===== config.mk =====
export PLATFORM = sky130hd
export DESIGN_NAME = obb_reduce_flat
export DESIGN_NICKNAME = d
export VERILOG_FILES = /design/src/hw/rtl/obb_pkg.sv /design/src/hw/rtl/obb_if.sv /design/src/hw/rtl/obb_reduce.sv /design/src/flat_wrapper.sv
export SDC_FILE = /design/constraint.sdc
export NUM_CORES = 2
export LEC_CHECK = 0
export BUFFER_PORTS_ARGS = -buffer_cell sky130_fd_sc_hd__buf_2
export CAP_MARGIN = 40
export CORE_AREA = 5 5 596 598
export DETAILED_ROUTE_END_ITERATION = 16
export DIE_AREA = 0 0 601 603
export PLACE_DENSITY = 0.33
export SLEW_MARGIN = 10
export SYNTH_ARGS = -nofsm -noshare
export SYNTH_HDL_FRONTEND = slang
export SYNTH_SLANG_ARGS = --single-unit

===== constraint.sdc =====
create_clock -name clk -period 16.65 [get_ports clk]
set_clock_uncertainty 0.2 [all_clocks]
set_input_delay 4.995 -clock clk [delete_from_list [all_inputs] [get_ports clk]]
set_output_delay 4.995 -clock clk [all_outputs]
set_load 0.05 [all_outputs]

===== src/hw/rtl/obb_pkg.sv =====
// ----------------------------------------------------------------------------
// obb_pkg: shared types and constants for the oriented box bound block
// Slot codes, fixed-point widths and the product bundle passed between the
// multiply stage and the reduction stage.
// ----------------------------------------------------------------------------
package obb_pkg;

  // Field widths
  localparam int SLOT_W      = 3;
  localparam int COMP_W      = 32;
  localparam int HALF_W      = 31;
  localparam int BASE_W      = COMP_W + 1;       // translation + position
  localparam int PROD_W      = 2 * COMP_W;       // signed center product
  localparam int HPROD_W     = 2 * COMP_W - 1;   // |a|*|b| <= 2^62
  localparam int FRAC_BITS_DEF = 16;

  // Vector store layout: three words per stored slot
  localparam int VEC_SLOTS   = 6;
  localparam int STORE_DEPTH = VEC_SLOTS * 3;

  typedef logic [SLOT_W-1:0]        slot_t;
  typedef logic signed [COMP_W-1:0] comp_t;

  // Slot codes
  localparam slot_t SLOT_BASIS0 = 3'd0;
  localparam slot_t SLOT_BASIS1 = 3'd1;
  localparam slot_t SLOT_BASIS2 = 3'd2;
  localparam slot_t SLOT_TRANS  = 3'd3;
  localparam slot_t SLOT_LCTR   = 3'd4;
  localparam slot_t SLOT_HALF   = 3'd5;
  localparam slot_t SLOT_POS    = 3'd6;
  localparam slot_t SLOT_UNUSED = 3'd7;

  // Saturation limits
  localparam logic [COMP_W-1:0] COMP_MAX = {1'b0, {(COMP_W-1){1'b1}}};
  localparam logic [COMP_W-1:0] COMP_MIN = {1'b1, {(COMP_W-1){1'b0}}};
  localparam logic [HALF_W-1:0] HALF_MAX = {HALF_W{1'b1}};

  // Registered products of one position beat
  typedef struct packed {
    logic                                degen;
    logic [2:0][COMP_W-1:0]              pos;
    logic [2:0][BASE_W-1:0]              base;       // row: translation + position
    logic [2:0][2:0][PROD_W-1:0]         ctr_prod;   // [row][col] M * local center
    logic [2:0][2:0][HPROD_W-1:0]        half_prod;  // [row][col] |M| * |half|
  } obb_prod_t;

  // Exact magnitude; the most negative value maps to 2^31
  function automatic logic [COMP_W-1:0] abs_comp(input comp_t v);
    logic [COMP_W-1:0] neg;
    neg = COMP_W'(-v);
    return v[COMP_W-1] ? neg : v;
  endfunction

endpackage


===== src/hw/rtl/obb_if.sv =====


interface obb_out_if;
  import obb_pkg::*;

  logic              valid;
  logic              ready;
  comp_t             box_center_x;
  comp_t             box_center_y;
  comp_t             box_center_z;
  logic [HALF_W-1:0] box_half_x;
  logic [HALF_W-1:0] box_half_y;
  logic [HALF_W-1:0] box_half_z;
  logic              degenerate;

  modport source (output valid, box_center_x, box_center_y, box_center_z,
                  box_half_x, box_half_y, box_half_z, degenerate, input ready);
  modport sink   (input valid, box_center_x, box_center_y, box_center_z,
                  box_half_x, box_half_y, box_half_z, degenerate, output ready);
endinterface


===== src/hw/rtl/obb_reduce.sv =====
// ----------------------------------------------------------------------------
// obb_reduce: sum, saturate and result register
// Unless degenerate, floors each center product to the fixed-point grid, adds
// translation and position, truncates magnitude products, saturates sums.
// ----------------------------------------------------------------------------
module obb_reduce #(
  parameter int FRAC_BITS = obb_pkg::FRAC_BITS_DEF
) (
  input  logic               clk,
  input  logic               rst_n,
  input  logic               prod_valid_i,
  input  obb_pkg::obb_prod_t prod_i,
  output logic               prod_ready_o,
  obb_out_if.source          out_ch
);
  import obb_pkg::*;

  localparam int CW = PROD_W - FRAC_BITS + 2;    // center sum of four terms
  localparam int HW = HPROD_W - FRAC_BITS + 2;   // half sum of three terms

  logic              out_valid_r;
  comp_t             ctr_r  [3];
  logic [HALF_W-1:0] half_r [3];
  logic              degen_r;
  comp_t             ctr_nxt  [3];
  logic [HALF_W-1:0] half_nxt [3];

  assign prod_ready_o = !out_valid_r || out_ch.ready;

  // Row sums with saturation
  always_comb begin
    logic signed [CW-1:0] csum;
    logic [HW-1:0]        hsum;
    logic [HPROD_W-1:0]   hp;
    for (int r = 0; r < 3; r++) begin
      csum = CW'($signed(prod_i.base[r]));
      hsum = '0;
      for (int c = 0; c < 3; c++) begin
        csum = csum + CW'($signed(prod_i.ctr_prod[r][c]) >>> FRAC_BITS);
        hp   = prod_i.half_prod[r][c];
        hsum = hsum + HW'(hp >> FRAC_BITS);
      end
      if (prod_i.degen) begin
        ctr_nxt[r] = $signed(prod_i.pos[r]);
      end else if (csum[CW-1:COMP_W-1] == '0 || csum[CW-1:COMP_W-1] == '1) begin
        ctr_nxt[r] = csum[COMP_W-1:0];
      end else begin
        ctr_nxt[r] = csum[CW-1] ? COMP_MIN : COMP_MAX;
      end
      if (prod_i.degen) begin
        half_nxt[r] = '0;
      end else if (|hsum[HW-1:HALF_W]) begin
        half_nxt[r] = HALF_MAX;
      end else begin
        half_nxt[r] = hsum[HALF_W-1:0];
      end
    end
  end

  // Result register
  always_ff @(posedge clk) begin
    if (!rst_n) begin
      out_valid_r <= 1'b0;
    end else if (prod_ready_o) begin
      out_valid_r <= prod_valid_i;
    end
  end

  always_ff @(posedge clk) begin
    if (prod_ready_o && prod_valid_i) begin
      for (int r = 0; r < 3; r++) begin
        ctr_r[r]  <= ctr_nxt[r];
        half_r[r] <= half_nxt[r];
      end
      degen_r <= prod_i.degen;
    end
  end

  assign out_ch.valid        = out_valid_r;
  assign out_ch.box_center_x = ctr_r[0];
  assign out_ch.box_center_y = ctr_r[1];
  assign out_ch.box_center_z = ctr_r[2];
  assign out_ch.box_half_x   = half_r[0];
  assign out_ch.box_half_y   = half_r[1];
  assign out_ch.box_half_z   = half_r[2];
  assign out_ch.degenerate   = degen_r;

endmodule


===== src/flat_wrapper.sv =====
// flat-port wrapper written by rule: the top's interface ports become plain ports
module obb_reduce_flat import obb_pkg::*;
#(
  parameter int FRAC_BITS = obb_pkg::FRAC_BITS_DEF
)
  (clk, rst_n, prod_valid_i, prod_i, prod_ready_o, out_ch_valid, out_ch_box_center_x, out_ch_box_center_y, out_ch_box_center_z, out_ch_box_half_x, out_ch_box_half_y, out_ch_box_half_z, out_ch_degenerate, out_ch_ready);
  obb_out_if out_ch_i ();
  input  logic clk;
  input  logic rst_n;
  input  logic prod_valid_i;
  input  obb_pkg::obb_prod_t prod_i;
  output logic prod_ready_o;
  output wire logic [$bits(out_ch_i.valid)-1:0] out_ch_valid;
  output wire logic [$bits(out_ch_i.box_center_x)-1:0] out_ch_box_center_x;
  output wire logic [$bits(out_ch_i.box_center_y)-1:0] out_ch_box_center_y;
  output wire logic [$bits(out_ch_i.box_center_z)-1:0] out_ch_box_center_z;
  output wire logic [$bits(out_ch_i.box_half_x)-1:0] out_ch_box_half_x;
  output wire logic [$bits(out_ch_i.box_half_y)-1:0] out_ch_box_half_y;
  output wire logic [$bits(out_ch_i.box_half_z)-1:0] out_ch_box_half_z;
  output wire logic [$bits(out_ch_i.degenerate)-1:0] out_ch_degenerate;
  input wire logic [$bits(out_ch_i.ready)-1:0] out_ch_ready;
  assign out_ch_valid = out_ch_i.valid;
  assign out_ch_box_center_x = out_ch_i.box_center_x;
  assign out_ch_box_center_y = out_ch_i.box_center_y;
  assign out_ch_box_center_z = out_ch_i.box_center_z;
  assign out_ch_box_half_x = out_ch_i.box_half_x;
  assign out_ch_box_half_y = out_ch_i.box_half_y;
  assign out_ch_box_half_z = out_ch_i.box_half_z;
  assign out_ch_degenerate = out_ch_i.degenerate;
  assign out_ch_i.ready = out_ch_ready;
  obb_reduce #(.FRAC_BITS(FRAC_BITS)) u_core (.clk(clk), .rst_n(rst_n), .prod_valid_i(prod_valid_i), .prod_i(prod_i), .prod_ready_o(prod_ready_o), .out_ch(out_ch_i));
endmodule

### Yosys cells after proc, flatten, opt, wreduce, memory -nomap -nowiden

Memories as Yosys holds them, arrays and structs flattened.
Cells that the tools add are included.

* memories kept: 2
* latch bits: 0
* memory bits (writable): 189
* memory bits (read-only): 0
* flip-flop bits (word level): 2
* input port bits: 1343

Memories
* u_core.ctr_r: words 3, bits a word 32, rd ports 3, clocked after memory_dff 0, write ports 3, line obb_reduce.sv:22 `comp_t ctr_r [3];`
* u_core.half_r: words 3, bits a word 31, rd ports 3, clocked after memory_dff 0, write ports 3, line obb_reduce.sv:23 `logic [HALF_W-1:0] half_r [3];`

* eq/ne operators: 3
* divide/modulo/power cells: 0
* bitwise gates (word level): 0
* shift-type cells: 0
* reductions and logical operators: 12
* multiplexer cells: 17
* magnitude comparators: 0
* add/subtract/negate cells: 15
* multipliers: 0

Operator list (number)
* 32-bit two-way mux: 9
* 31-bit two-way mux: 6
* 49-bit by 48-bit adder with 50-bit output: 3
* 50-bit by 48-bit adder with 50-bit output: 3
* 33-bit by 48-bit adder with 49-bit output: 3
* 49-bit by 47-bit adder with 49-bit output: 3
* 47-bit by 47-bit adder with 48-bit output: 3
* 19-bit == test, second input constant: 3
* 19-bit zero test: 3
* 18-bit OR reduction: 3
* 1-bit logical OR: 4
* 1-bit two-way mux: 2
* 1-bit logical AND: 1
* 1-bit zero test: 1

### Depth between registers and ports, before layout

* depth in word-level cells: 7
* depth in mapped cells: 30
* depth with buffers taken out: 28

### Worst setup path after synthesis

No wires, ideal clock.

* kind: input-to-reg
* from: in prod_i[205] in the netlist's numbering
* to: mem u_core.half_r[1][0] (netlist: u_core.half_r[0][31]), data pin
* slack: 5.708 ns
* cell stages on the path: 29
* data arrival time: 10.472 ns
* path buffers: 2
* path through: ha_1 > inv_1 > fa_1 > nor2b_1 > o21a_1 > o21ai_0 > a2111oi_0 > o21ai_0 > o221a_2 > o211a_1 > nor2_1 > a221oi_1 > o21ai_0 > a21oi_1 > xnor2_1 > ha_1 > clkbuf_1 > a21o_1 > a21oi_1 > o22ai_1 > a311o_1 > a311oi_1 > o221ai_1 > a211oi_2 > o2111ai_1 > or4_4 > nor4_4 > buf_6 > a21oi_1

RTL lines
* start, declared: line flat_wrapper.sv:11 `input obb_pkg::obb_prod_t prod_i;`
* end, declared: line obb_reduce.sv:23

==> results.sh <==
export IMPL_place_ws_ps=3661
export IMPL_root_buffer="clkbuf_16"
export IMPL_finalCritPeriodShare_pct=74.26
export IMPL_cts_tree="built"
export IMPL_dieArea_um2=362400
export IMPL_async_flop_share_pct=0
export IMPL_critPathRequiredTime_ps=16760
export IMPL_critPathMaxFanout=31
export IMPL_clockPowerShare_pct=10.4
export IMPL_viasPerCell=4.007
export IMPL_cp_slowest_stage_delay_ps=670
export IMPL_syn_avg_cell_area_um2=8.222
export IMPL_synth_net_count=6888
export IMPL_max_cap_viol_count=0
export IMPL_setup_violations=0
export IMPL_p_switching_uw=3260
export IMPL_seq_power_share_pct=11.7
export IMPL_grt_pass1_wl_um=336500
export IMPL_fin_crit_ps=12360
export IMPL_yosysMostFrequentCell="a21oi_1"
export IMPL_ys_types=103
export IMPL_core_um2=348600
export IMPL_ir_worst_vdd_uv=63.16
export IMPL_layout_setup_ws_ps=4286
export IMPL_std_cell_rows=217
export IMPL_mappedNetlistArea_um2=39620
export IMPL_synth_top_area_share_pct=15.01
export IMPL_end_kind="register"
export IMPL_port_buffers=1246
export IMPL_power_internal_uw=2544
export IMPL_drv_slew=0
export IMPL_synth_edff_count=190
export IMPL_grt_max_degree=66
export IMPL_drtPass1Iterations=6
export IMPL_die_w_um=601
export IMPL_p_leak_uw=0.02271
export IMPL_clk_insertion_delay_late_ps=600
export IMPL_cp_arrival_ps=12470
export IMPL_antenna_found_initial=129
export IMPL_drive_gt1_share_pct=23.69
export IMPL_synthTopCellsByArea="fa_1 15%, edfxtp_1 14%, ha_1 14%"
export IMPL_critPathLaunchType="input pin"
export IMPL_layout_area_overhead_vs_synth_pct=31.46
export IMPL_finalHoldViolations=0
export IMPL_drt_iter0_drc=2657
export IMPL_postRouteAntennaNets=0
export IMPL_synthTopCellsByCount="619 x a21oi_1, 429 x ha_1, 392 x inv_1, 319 x nand2_1, 297 x fa_1"
export IMPL_gp_congestion=0.8925
export IMPL_grt_setup_unrepaired="no"
export IMPL_overflow=0
export IMPL_syn_inst=4819
export IMPL_routedWlPerCell_um=22.91
export IMPL_path_clk_slew_ps=110
export IMPL_wl_um=242400
export IMPL_yosysWarnings=0
export IMPL_post_cts_buffers=0
export IMPL_place_hpwl_um=215400
export IMPL_num_io_pins=1535
export IMPL_drc_errors=0
export IMPL_clkSinkCount=191
export IMPL_numCtsBuffers=21
export IMPL_synth_seq_area_share_pct=14.45
export IMPL_cp_slowest_cell="a2111oi_0"
export IMPL_grt_pass1_vias=44030
export IMPL_power_density_nw_per_um2=111.4
export IMPL_ys_ff_latch=191
export IMPL_hold_class="reg2reg"
export IMPL_path_class="in2reg"
export IMPL_p_sw_share_pct=56.17
export IMPL_synth_largest_area_cell="fa_1"
export IMPL_fin_hold_ws_ps=372.7
export IMPL_ctsResizeCount=0
export IMPL_max_slew_margin_pct=39.29
export IMPL_cts_hold_fix_buffers=0
export IMPL_cts_max_level=4
export IMPL_combPwrFrac_pct=77.9
export IMPL_max_freq_mhz=80.88
export IMPL_cts_path_max_buffers=3
export IMPL_start_util_pct=11.37
export IMPL_num_vias=42390
export IMPL_die_h_um=603
export IMPL_track_usage_pct=12.75
export IMPL_final_setup_tns_ps=0
export IMPL_synth_flop_cell="edfxtp_1"
export IMPL_status="completed"
export IMPL_worst_pin_slew_ps=904.5
export IMPL_design_final_nets=8006
-- metal layers --
layer / vias to the layer above / GRT usage, % / share of wire, %
li1: 19860 / - / -
met1: 20790 / 14.59 / 40
met2: 1406 / 24.67 / 53
met3: 310 / 1.848 / 4.2
met4: 30 / 2.930 / 2.8
met5: - / 0 / 0.082
-- cell usage in the layout, fill, tap and decap left out, types with 28 or more instances in the layout --
cell and count:
o21a_1 50, a31oi_1 45, edfxtp_1 190, nor4_1 59, a21o_1 256, buf_2 1247, and3_1 44, inv_1 391
o21ai_0 290, xor2_1 115, buf_4 33, o21bai_1 85, o211ai_1 28, ha_1 429, o21ai_1 28, a22oi_1 37
nand2b_1 47, nor2_1 295, fa_1 297, a21oi_1 618, nor3_1 110, a211oi_1 49, xnor2_1 240, nand3_1 89
nor2b_1 32, nand4_1 89, diode_2 34, nand2_1 319
-- per-stage QoR --
stage | cells | utilization [%] | power (uW) | area (um^2)
finish | 10580 | 14.94 | 5804 | 52090
global route | 10570 | 14.93 | 6296 | 52060
CTS | 10550 | 14.92 | 5909 | 52000
detailed placement | 10510 | 14.71 | 5227 | 51300
global placement | 10500 | 14.66 | 5211 | 51100
floorplan | 4819 | - | 3677 | 39620
-- path summary, 6_finish.rpt --
path / startpoint / end / slack [ps] / cells after the start
setup reg to reg: u_core.out_ch.valid$_SDFFE_PN0N_ / u_core.ctr_r[0][62]$_DFFE_PP_ / 13930 / 6
hold reg to reg: u_core.out_ch.valid$_SDFFE_PN0N_ / u_core.out_ch.valid$_SDFFE_PN0N_ / 370 / 2
hold / removal: u_core.out_ch.valid$_SDFFE_PN0N_ / u_core.out_ch.valid$_SDFFE_PN0N_ / 370 / 2
setup / recovery: prod_i[205] / u_core.half_r[0][53]$_SDFFCE_PP0P_ / 4290 / 29
-- registers in the layout, summed over array words and instances, names as in the netlist --
| register | count |
|---|---|
| u_core.out_ch.degenerate | 1 |
| u_core.half_r | 93 |
| u_core.ctr_r | 96 |
| u_core.out_ch.valid | 1 |
-- power groups by stage --
stage               Sequential, uW  Combinational [uW]  Clock (uW)
floorplan                      973                2700           0
global placement               692                4520           0
detailed placement             691                4540           0
CTS                            682                4560         662
global route                   688                4940         664
finish                         680                4520         605
-- worst max-delay path: cells and delay by family --
family | cells | cell delay (ps)
simple gates | 4 | 1010
fa+ha+maj | 3 | 980
buf+inv | 3 | 540
xor+xnor | 1 | 140
compound gates | 18 | 4700
-- area by class of cell --
cell class,instances,area [um^2]
Fill cell,40100,296500
Multi-Input combinational cell,4041,31670
Timing Repair Buffer,1289,6673
Tap cell,4599,5754
Sequential cell,191,5725
Inverter,393,1475
Clock buffer,22,529.3
Clock inverter,11,177.7
Antenna cell,34,85.08
-- cell families after synthesis --
logic type               Yosys count  share of synthesized area [%]
adder cells (fa/ha/maj)          726                          28.55
AND/OR/NAND/NOR                 1201                          14.85
buffers and inverters            587                          5.836
flip-flops                       191                          14.45
multiplexers                      16                         0.4263
AO/OA/AOI/OAI                   1742                          28.02
XOR/XNOR                         356                          7.869
No activity file was read; power rests on OpenSTA's default activity.
